### config.mk
export PLATFORM = sky130hd
export DESIGN_NAME = ffa_ctrl
export DESIGN_NICKNAME = d
export VERILOG_FILES = /design/src/design/ffa_pkg.sv /design/src/design/ffa_ctrl.sv
export VERILOG_INCLUDE_DIRS = /design/src /design/src/design
export SDC_FILE = /design/constraint.sdc
export NUM_CORES = 1
export LEC_CHECK = 0
export BUFFER_PORTS_ARGS = -buffer_cell sky130_fd_sc_hd__buf_2
export CAP_MARGIN = 20
export CORE_AREA = 8 8 182 184
export CTS_BUF_LIST = sky130_fd_sc_hd__clkbuf_16
export DETAILED_ROUTE_END_ITERATION = 7
export DIE_AREA = 0 0 190 192
export HOLD_SLACK_MARGIN = 0.05
export MAX_ROUTING_LAYER = met4
export PLACE_DENSITY = 0.64
export SYNTH_ARGS = -nofsm -noshare
export SYNTH_HDL_FRONTEND = slang
export SYNTH_SLANG_ARGS = --single-unit
### constraint.sdc
create_clock -name clock -period 9.3 [get_ports clock]
set_input_delay 0.465 -clock clock [delete_from_list [all_inputs] [get_ports clock]]
set_output_delay 0.465 -clock clock [all_outputs]
set_load 0.01 [all_outputs]
### src/design/assert_macros.svh
// ----------------------------------------------------------------------------
// assert_macros.svh
// Assertion macros used by the allocator control module.
// ----------------------------------------------------------------------------
`ifndef ASSERT_MACROS_SVH
`define ASSERT_MACROS_SVH

// Clocked assertion that is switched off while reset is high.
`define FFA_ASSERT(name, clk, rst, prop, msg) \
   name: assert property (@(posedge clk) disable iff (rst) (prop)) else $error(msg);

// Clocked assertion that is also checked during reset.
`define FFA_ASSERT_ALWAYS(name, clk, prop, msg) \
   name: assert property (@(posedge clk) (prop)) else $error(msg);

`endif

### src/design/ffa_pkg.sv
// ----------------------------------------------------------------------------
// ffa_pkg
// Types and status codes of the first-fit arena allocator.
// ----------------------------------------------------------------------------
package ffa_pkg;

   // Request transaction.
   typedef struct packed {
      logic        mode;
      logic [15:0] request_size;
      logic [15:0] payload_offset;
   } req_type;

   // Response transaction.
   typedef struct packed {
      logic [15:0] address;
      logic [2:0]  status;
   } rsp_type;

   // One entry of the block table.
   typedef struct packed {
      logic [15:0] offset;
      logic [15:0] size;
      logic        free;
   } entry_type;

   localparam logic MODE_ALLOC = 1'b0;
   localparam logic MODE_FREE  = 1'b1;

   localparam logic [2:0] ST_ALLOCATED = 3'd0;
   localparam logic [2:0] ST_OOM       = 3'd1;
   localparam logic [2:0] ST_FREED     = 3'd2;
   localparam logic [2:0] ST_NULL      = 3'd3;
   localparam logic [2:0] ST_UNKNOWN   = 3'd4;

   localparam logic [16:0] ALIGN_UNIT = 17'd16;
   localparam logic [16:0] ALIGN_MASK = 17'd15;

endpackage

### src/design/ffa_ctrl.sv
// ----------------------------------------------------------------------------
// ffa_ctrl
// Sequencer that scans, splits and merges the block table in memory.
// ----------------------------------------------------------------------------
`include "assert_macros.svh"

module ffa_ctrl #(
   parameter int ARENA_BYTES  = 65536,
   parameter int HEADER_BYTES = 24,
   parameter int MAX_BLOCKS   = 2048,
   parameter int AW           = 11,
   parameter int CW           = 12
) (
   input  logic                clock,
   input  logic                reset,
   input  logic                req_valid,
   output logic                req_stall,
   input  ffa_pkg::req_type    req_payload,
   output logic                res_valid,
   input  logic                res_take,
   output ffa_pkg::rsp_type    res_payload,
   output logic                wr_en,
   output logic [AW-1:0]       wr_addr,
   output ffa_pkg::entry_type  wr_data,
   output logic [AW-1:0]       rd_addr,
   input  ffa_pkg::entry_type  rd_data
);
   import ffa_pkg::*;

   localparam logic [16:0]   HDR      = 17'(HEADER_BYTES);
   localparam logic [16:0]   SPLIT_TH = 17'(HEADER_BYTES + 16);
   localparam logic [15:0]   INIT_SZ  = 16'(ARENA_BYTES - HEADER_BYTES);
   localparam logic [CW-1:0] MAXC     = CW'(MAX_BLOCKS);

   typedef enum logic [7:0] {
      S_INIT  = 8'b0000_0001,
      S_IDLE  = 8'b0000_0010,
      S_SCAN  = 8'b0000_0100,
      S_SHIFT = 8'b0000_1000,
      S_SPLIT = 8'b0001_0000,
      S_TAKE  = 8'b0010_0000,
      S_MERGE = 8'b0100_0000,
      S_DONE  = 8'b1000_0000
   } state_type;

   state_type     state_ff, state_in;
   logic [CW-1:0] count_ff, count_in;
   logic [CW-1:0] idx_ff, idx_in;
   logic          chk_valid_ff, chk_valid_in;
   logic [AW-1:0] chk_idx_ff, chk_idx_in;
   logic          mode_ff, mode_in;
   logic [16:0]   need_ff, need_in;
   logic [15:0]   payload_ff, payload_in;
   logic [AW-1:0] hit_ff, hit_in;
   entry_type     hit_entry_ff, hit_entry_in;
   logic [15:0]   rest_ff, rest_in;
   logic          split_ff, split_in;
   logic [AW-1:0] wr_idx_ff, wr_idx_in;
   entry_type     pend_ff, pend_in;
   logic          pend_valid_ff, pend_valid_in;
   rsp_type       res_ff, res_in;

   logic [16:0]   req_round;
   logic [16:0]   rest_full;
   logic          match;
   logic          more;
   logic [CW-1:0] hit_next;
   entry_type     cur;

   // Request size raised to the alignment unit and rounded up.
   always_comb begin
      req_round = (req_payload.request_size == 16'd0) ? ALIGN_UNIT
                : ({1'b0, req_payload.request_size} + ALIGN_MASK) & ~ALIGN_MASK;
   end

   // Comparisons on the entry that has just been read.
   always_comb begin
      rest_full = {1'b0, rd_data.size} - need_ff;
      if (mode_ff == MODE_ALLOC) begin
         match = rd_data.free && ({1'b0, rd_data.size} >= need_ff);
      end else begin
         match = ({1'b0, rd_data.offset} + HDR) == {1'b0, payload_ff};
      end
      more     = idx_ff < count_ff;
      hit_next = CW'(hit_ff) + CW'(1);
      cur      = rd_data;
      if (chk_idx_ff == hit_ff) begin
         cur.free = 1'b1;
      end
   end

   // Read address: the shift walks downwards and reads the entry below.
   always_comb begin
      if (state_ff == S_SHIFT) begin
         rd_addr = AW'(idx_ff - CW'(1));
      end else begin
         rd_addr = AW'(idx_ff);
      end
   end

   // Sequencer.
   always_comb begin
      state_in      = state_ff;
      count_in      = count_ff;
      idx_in        = idx_ff;
      chk_valid_in  = 1'b0;
      chk_idx_in    = chk_idx_ff;
      mode_in       = mode_ff;
      need_in       = need_ff;
      payload_in    = payload_ff;
      hit_in        = hit_ff;
      hit_entry_in  = hit_entry_ff;
      rest_in       = rest_ff;
      split_in      = split_ff;
      wr_idx_in     = wr_idx_ff;
      pend_in       = pend_ff;
      pend_valid_in = pend_valid_ff;
      res_in        = res_ff;
      wr_en         = 1'b0;
      wr_addr       = '0;
      wr_data       = pend_ff;

      case (state_ff)
         S_INIT: begin
            // One free block covering the arena.
            wr_en          = 1'b1;
            wr_addr        = '0;
            wr_data.offset = 16'd0;
            wr_data.size   = INIT_SZ;
            wr_data.free   = 1'b1;
            count_in       = CW'(1);
            state_in       = S_IDLE;
         end
         S_IDLE: begin
            if (req_valid) begin
               mode_in    = req_payload.mode;
               need_in    = req_round;
               payload_in = req_payload.payload_offset;
               idx_in     = '0;
               if (req_payload.mode == MODE_FREE && req_payload.payload_offset == 16'd0) begin
                  res_in.address = 16'd0;
                  res_in.status  = ST_NULL;
                  state_in       = S_DONE;
               end else begin
                  state_in = S_SCAN;
               end
            end
         end
         S_SCAN: begin
            if (more) begin
               chk_valid_in = 1'b1;
               chk_idx_in   = AW'(idx_ff);
               idx_in       = idx_ff + CW'(1);
            end
            if (chk_valid_ff && match) begin
               chk_valid_in = 1'b0;
               hit_in       = chk_idx_ff;
               hit_entry_in = rd_data;
               rest_in      = rest_full[15:0];
               split_in     = (rest_full > SPLIT_TH) && (count_ff < MAXC);
               if (mode_ff == MODE_ALLOC) begin
                  if ((rest_full > SPLIT_TH) && (count_ff < MAXC)) begin
                     idx_in   = count_ff;
                     state_in = S_SHIFT;
                  end else begin
                     state_in = S_TAKE;
                  end
               end else begin
                  idx_in        = '0;
                  wr_idx_in     = '0;
                  pend_valid_in = 1'b0;
                  state_in      = S_MERGE;
               end
            end else if (!chk_valid_ff && !more) begin
               res_in.address = 16'd0;
               res_in.status  = (mode_ff == MODE_ALLOC) ? ST_OOM : ST_UNKNOWN;
               state_in       = S_DONE;
            end
         end
         S_SHIFT: begin
            // Move entries above the hit up by one, top first.
            if (idx_ff > hit_next) begin
               chk_valid_in = 1'b1;
               chk_idx_in   = AW'(idx_ff);
               idx_in       = idx_ff - CW'(1);
            end
            if (chk_valid_ff) begin
               wr_en   = 1'b1;
               wr_addr = chk_idx_ff;
               wr_data = rd_data;
            end
            if (!chk_valid_ff && idx_ff <= hit_next) begin
               state_in = S_SPLIT;
            end
         end
         S_SPLIT: begin
            // Remainder becomes a new free block just above the hit.
            wr_en          = 1'b1;
            wr_addr        = AW'(hit_next);
            wr_data.offset = 16'({1'b0, hit_entry_ff.offset} + HDR + need_ff);
            wr_data.size   = 16'({1'b0, rest_ff} - HDR);
            wr_data.free   = 1'b1;
            count_in       = count_ff + CW'(1);
            state_in       = S_TAKE;
         end
         S_TAKE: begin
            wr_en          = 1'b1;
            wr_addr        = hit_ff;
            wr_data.offset = hit_entry_ff.offset;
            wr_data.size   = split_ff ? need_ff[15:0] : hit_entry_ff.size;
            wr_data.free   = 1'b0;
            res_in.address = 16'({1'b0, hit_entry_ff.offset} + HDR);
            res_in.status  = ST_ALLOCATED;
            state_in       = S_DONE;
         end
         S_MERGE: begin
            // Compact the table, folding each free run into its first block.
            if (more) begin
               chk_valid_in = 1'b1;
               chk_idx_in   = AW'(idx_ff);
               idx_in       = idx_ff + CW'(1);
            end
            if (chk_valid_ff) begin
               if (pend_valid_ff && pend_ff.free && cur.free) begin
                  pend_in.size = 16'({1'b0, pend_ff.size} + HDR + {1'b0, cur.size});
               end else begin
                  if (pend_valid_ff) begin
                     wr_en     = 1'b1;
                     wr_addr   = wr_idx_ff;
                     wr_idx_in = wr_idx_ff + AW'(1);
                  end
                  pend_in       = cur;
                  pend_valid_in = 1'b1;
               end
            end else if (!more) begin
               wr_en          = 1'b1;
               wr_addr        = wr_idx_ff;
               count_in       = CW'(wr_idx_ff) + CW'(1);
               res_in.address = 16'd0;
               res_in.status  = ST_FREED;
               state_in       = S_DONE;
            end
         end
         S_DONE: begin
            if (res_take) begin
               state_in = S_IDLE;
            end
         end
         default: begin
            state_in = S_INIT;
         end
      endcase
   end

   // Control registers.
   always_ff @(posedge clock) begin
      if (reset) begin
         state_ff      <= S_INIT;
         count_ff      <= CW'(1);
         chk_valid_ff  <= 1'b0;
         pend_valid_ff <= 1'b0;
      end else begin
         state_ff      <= state_in;
         count_ff      <= count_in;
         chk_valid_ff  <= chk_valid_in;
         pend_valid_ff <= pend_valid_in;
      end
   end

   // Working registers.
   always_ff @(posedge clock) begin
      idx_ff       <= idx_in;
      chk_idx_ff   <= chk_idx_in;
      mode_ff      <= mode_in;
      need_ff      <= need_in;
      payload_ff   <= payload_in;
      hit_ff       <= hit_in;
      hit_entry_ff <= hit_entry_in;
      rest_ff      <= rest_in;
      split_ff     <= split_in;
      wr_idx_ff    <= wr_idx_in;
      pend_ff      <= pend_in;
      res_ff       <= res_in;
   end

   assign req_stall   = (state_ff != S_IDLE);
   assign res_valid   = (state_ff == S_DONE);
   assign res_payload = res_ff;

   `FFA_ASSERT_ALWAYS(a_reset_init, clock, reset |=> state_ff == S_INIT, "no init after reset")
   `FFA_ASSERT(a_count_range, clock, reset,
      state_ff != S_INIT |-> (count_ff != '0 && count_ff <= MAXC), "block count out of range")
   `FFA_ASSERT(a_idle_no_write, clock, reset,
      (state_ff == S_IDLE || state_ff == S_DONE) |-> !wr_en, "table written while idle")
   `FFA_ASSERT(a_shift_above_hit, clock, reset,
      (state_ff == S_SHIFT && wr_en) |-> wr_addr > hit_ff, "shift overwrote the hit entry")

endmodule

# After elaboration in Yosys (flattened, before gate mapping)
# Index checks and enable logic that the tools add are counted.
dict set report totals {
  register_bits 202
  inputBits 70
  output_inout_bits 77
  elab_cells 165
}
dict set report op_classes {
  add_sub_neg 14
  order_cmp 6
  eq_ne 27
  muxes 66
  bitwise_logic 1
  reduce_logical 30
}
# op count
set op_table {}
lappend op_table {{$mux 11} 13}
lappend op_table {{$pmux 33 s4} 1}
lappend op_table {{$mux 19} 6}
lappend op_table {{$mux 12} 8}
lappend op_table {{$pmux 19 s4} 1}
lappend op_table {{$mux 8} 9}
lappend op_table {{$pmux 8 s8} 1}
lappend op_table {{$pmux 12 s4} 1}
lappend op_table {{$pmux 11 s2} 2}
lappend op_table {{$pmux 11 s4} 1}
lappend op_table {{$pmux 12 s3} 1}
lappend op_table {{$mux 33} 1}
lappend op_table {{$add 16x16->16} 2}
lappend op_table {{$add 16x5->16 const B} 2}
lappend op_table {{$logic_not 16->1} 2}
lappend op_table {{$mux 16} 2}
lappend op_table {{$add 11x1->12 const B} 2}
lappend op_table {{$add 12x1->12 const B} 2}
lappend op_table {{$ne 2x2->1 const B} 11}
lappend op_table {{$add 16x4->17 const B} 1}
lappend op_table {{$add 16x5->17 const B} 1}
lappend op_table {{$eq 17x16->1} 1}
lappend op_table {{$ge 16x17->1} 1}
lappend op_table {{$gt 17x6->1 const B} 1}
lappend op_table {{38 further kinds} 71}

# Depth between registers and ports, before layout
dict set report depth {
  depth_word 7
  ltp_mapped 16
  ltp_nobuf 15
}

# Worst setup path after synthesis
# OpenSTA, ideal clock, no wires.
dict set report synth_path {
  path_type {input port to flip-flop}
  start {in rd_data[20] in the netlist's numbering}
  end {reg hit_entry_ff[10] in the netlist's numbering (enable)}
  setup_ps 470
  arrival_time_ps 4282
  required_time_ps 8830
  setup_slack_ps 4548
  path_stages 9
  n_path_buf 0
  cell_sequence {inv_1 -> ha_1 -> and3b_1 -> a41oi_1 -> o32ai_1 -> a31oi_1 -> nor4_4 -> a21oi_2 -> nor2_1}
}
dict set report synth_between {
  elab_chain_cells 5
}
# element line
set synth_rtl {}
lappend synth_rtl {{start: declaration} ffa_ctrl.sv:26} ;# input ffa_pkg::entry_type rd_data
lappend synth_rtl {{$add 16x5->17} ffa_ctrl.sv:82} ;# match = ({1'b0, rd_data.offset} + HDR) == {1'b0, payload_ff};
lappend synth_rtl {{$eq 17x16->1} ffa_ctrl.sv:82}
lappend synth_rtl {{$mux 1} ffa_ctrl.sv:79} ;# if (mode_ff == MODE_ALLOC) begin
lappend synth_rtl {{$logic_and 1x1->1} ffa_ctrl.sv:155} ;# if (chk_valid_ff && match) begin
lappend synth_rtl {{$reduce_and 2->1 (no source line)} n/a}
lappend synth_rtl {{end signal: assignment} ffa_ctrl.sv:278} ;# hit_entry_ff <= hit_entry_in;
lappend synth_rtl {{end: declaration} ffa_ctrl.sv:55} ;# entry_type hit_entry_ff, hit_entry_in;
# Every way passes these cells.
# A chain may end at the register's enable or synchronous reset.

==> flow_metrics.tcl <==
set metrics [dict create \
    max_stage_delay_ns 0.69 \
    ys_types 88 \
    multi_input_area_sq_um 7180 \
    clk_path_buf_depth 2 \
    port_buffers 146 \
    pwr-share-comb_pct 19.1 \
    syn-num-nets 1509 \
    whs_ns 0.211 \
    grt_pass1_wl_um 61900 \
    cp.required_ns 8.84 \
    grt_max_degree 57 \
    path_depth 12 \
    power_leakage_nw 5.90 \
    cts_tree "yes" \
    antenna_found_initial 1 \
    yosysTopAreaCell "edfxtp_1" \
    grt_pass1_vias 11000 \
    synth.most_common_cell "edfxtp_1" \
    seqPwrFrac_pct 44.5 \
    syn_avg_cell_area_sq_um 9.85 \
    synth_common_cells "edfxtp_1 (172), nand2_1 (113), nor2_1 (100)" \
    power_density_nw_per_um2 148 \
    min_path_cells 1 \
    worstPathArrival_ns 4.02 \
    wl_um 40100 \
    finalSetupTns_ns 0 \
    peakVddDrop_v 0.000131 \
    ios 147 \
    num_vias 11100 \
    synth_edf_count 172 \
    wl_per_cell_um 21.3 \
    clk_latency_ns 0.44 \
    maxSlewViolCount 0 \
    drt.antenna.violating_nets 0 \
    fin_crit_ns 4.48 \
    dieArea_sq_um 36500 \
    place_hpwl_um 29300 \
    start_util_pct 44.1 \
    max_freq_ghz 0.223 \
    reg2regPathDepth 12 \
    syn-cell-area_sq_um 13300 \
    syn_to_final_growth_pct 12.9 \
    fin_skew_ns 0.0140 \
    cts_hold_buf 0 \
    p_clk_share_pct 36.4 \
    path_class "flop to primary output" \
    drive_above_1_share_pct 16.2 \
    finalHoldViolCount 0 \
    yosys_warnings 0 \
    cts_sinks 194 \
    p_sw_share_pct 29.0 \
    globalRoute.totalOverflow 0 \
    status "finished, final reports clean" \
    synthCells 1352 \
    regArea_sq_um 5610 \
    cts_setup_buffers 0 \
    end_kind "primary output" \
    setup_viol 0 \
    num_rows 64 \
    nets 1624 \
    cap_viol_max_count 0 \
    synth_top_area_share_pct 38.8 \
    die_h_um 192 \
    rsz0062_at_grt "false" \
    pre_cts_ws_ns 5.30 \
    htreeDepth 4 \
    synth_area_leaders "edfxtp_1 (39%), ha_1 (7.9%), xnor2_1 (4.5%)" \
    min_period_over_period_pct 48.2 \
    path_cells "nor2_1 -> nand2_1 -> or3_1 -> nor3b_4 -> buf_4 -> nor2_1 -> nand3_1 -> o21ai_2 -> buf_4 -> a221oi_1 -> o21ai_0 -> buf_2" \
    clk_pin_slew_ns 0.08 \
    cp_top_family "simple AND/OR/NAND/NOR gates" \
    cp_num_buf_inv 3 \
    ys.flop_type "edfxtp_1" \
    p_sw_mw 0.643 \
    tightest_slew_ns 1.05 \
    drc_errors 0 \
    ys_seq_area_share_pct 42.1 \
    async_flop_share_pct 0 \
    critPathSlowestCell "nand3_1" \
    hold_path.class "input pin to flop" \
    fillerInstances 2807 \
    cp_max_fo 38 \
    core_sq_um 30200 \
    track_usage_pct 22.3 \
    routabilityCongestion 0.903 \
    ys_ff_latch 194 \
    drtPass1Iterations 5 \
    numCtsBuffers 17 \
    ctsRootBufferMaster "clkbuf_16" \
    routed_via_density 5.89 \
    worstSetupStartpointType "flop" \
    fin_ws_ns 4.82 \
    first_iter_violations 925 \
    maxSlewHeadroom_pct 29.9 \
    ctsResizeCount 0 \
    internal_power_mw 1.58 \
    die_x_um 190 \
]
area by class of cell:
cell class | instances | area share, %
Tap cell | 396 | 3.30
Antenna cell | 2 | 0.0333
Multi-Input combinational cell | 1019 | 47.8
Timing Repair Buffer | 163 | 5.69
Sequential cell | 194 | 37.3
Clock inverter | 14 | 1.32
Clock buffer | 17 | 2.83
Inverter | 72 | 1.80
worst register-to-register path, cell delays in order, from the launching register on:
cell and delay [ns]:
edfxtp_1 0.41, ha_1 0.19, inv_1 0.06, fa_1 0.42, a21oi_1 0.22, o211ai_2 0.15, a2111oi_2 0.41, or2_2 0.19
o311ai_0 0.12, and4_2 0.29, nor3_2 0.78, a22oi_1 0.29, o311ai_4 0.11
path summary, 6_finish.rpt:
path                    to  slack (ns)      startpoint
max            wr_data[13]        4.82     state_ff[2]
min          payload_ff[3]        0.21  req_payload[3]
max reg2reg      idx_ff[6]        5.49      need_ff[4]
min reg2reg      hit_ff[4]        0.51   chk_idx_ff[4]
placed cells by master (no fill, tap or decap), drive strengths merged, types with 24 or more instances in the layout:
cell	n
edfxtp	172
xnor2	68
o21ai	84
nand2	113
mux2i	24
ha	84
nand3	35
buf	163
nor2	100
and2	27
xor2	67
a21oi	69
nor3	42
inv	77
registers in the layout (all words and copies together), names as in the netlist:
register / cells
chk_idx_ff: 11
split_ff: 1
state_ff: 8
pend_valid_ff: 1
count_ff: 12
hit_ff: 11
need_ff: 13
idx_ff: 12
wr_idx_ff: 11
rest_ff: 12
mode_ff: 1
payload_ff: 16
chk_valid_ff: 1
pend_ff: 33
hit_entry_ff: 32
res_payload: 19
power by group through the flow:
| stage | clock, mW | sequential (mW) | combinational (mW) |
|---|---|---|---|
| 2_1_floorplan | 0 | 0.991 | 0.270 |
| 3_3_place_gp | 0 | 1.01 | 0.416 |
| 3_5_place_dp | 0 | 1.01 | 0.422 |
| 4_1_cts | 0.821 | 0.988 | 0.425 |
| 5_1_grt | 0.852 | 0.990 | 0.467 |
| 6_report | 0.810 | 0.987 | 0.424 |
per-layer routing:
| layer | up-vias | GRT usage (%) | part of all wire (%) |
|---|---|---|---|
| met1 | 5324 | 27.4 | 44 |
| li1 | 5241 | - | - |
| met5 | - | - | 0 |
| met3 | 73 | 3.76 | 5.8 |
| met4 | 0 | 8.75 | 3.1 |
| met2 | 421 | 36.4 | 48 |
cell families after synthesis:
logic type	count (synthesis)	synth area share, %
AOI/OAI and AO/OA	314	16.2
xor gates and xnor gates	135	8.88
adders and majority gates	87	8.35
buffers and inverters	139	4.09
DFF	194	42.1
muxes	42	3.33
and+or+nand+nor	441	17.1
per-stage QoR:
stage               instances  power (mW)  util, %  cell area (sq um)
floorplan                1352        1.26        -              13300
global placement         1843        1.42     47.7              14400
detailed placement       1844        1.43     47.7              14400
CTS                      1875        2.23     49.8              15000
global route             1876        2.31     49.8              15000
finish                   1877        2.22     49.8              15000
(Power assumes the default switching activity.)
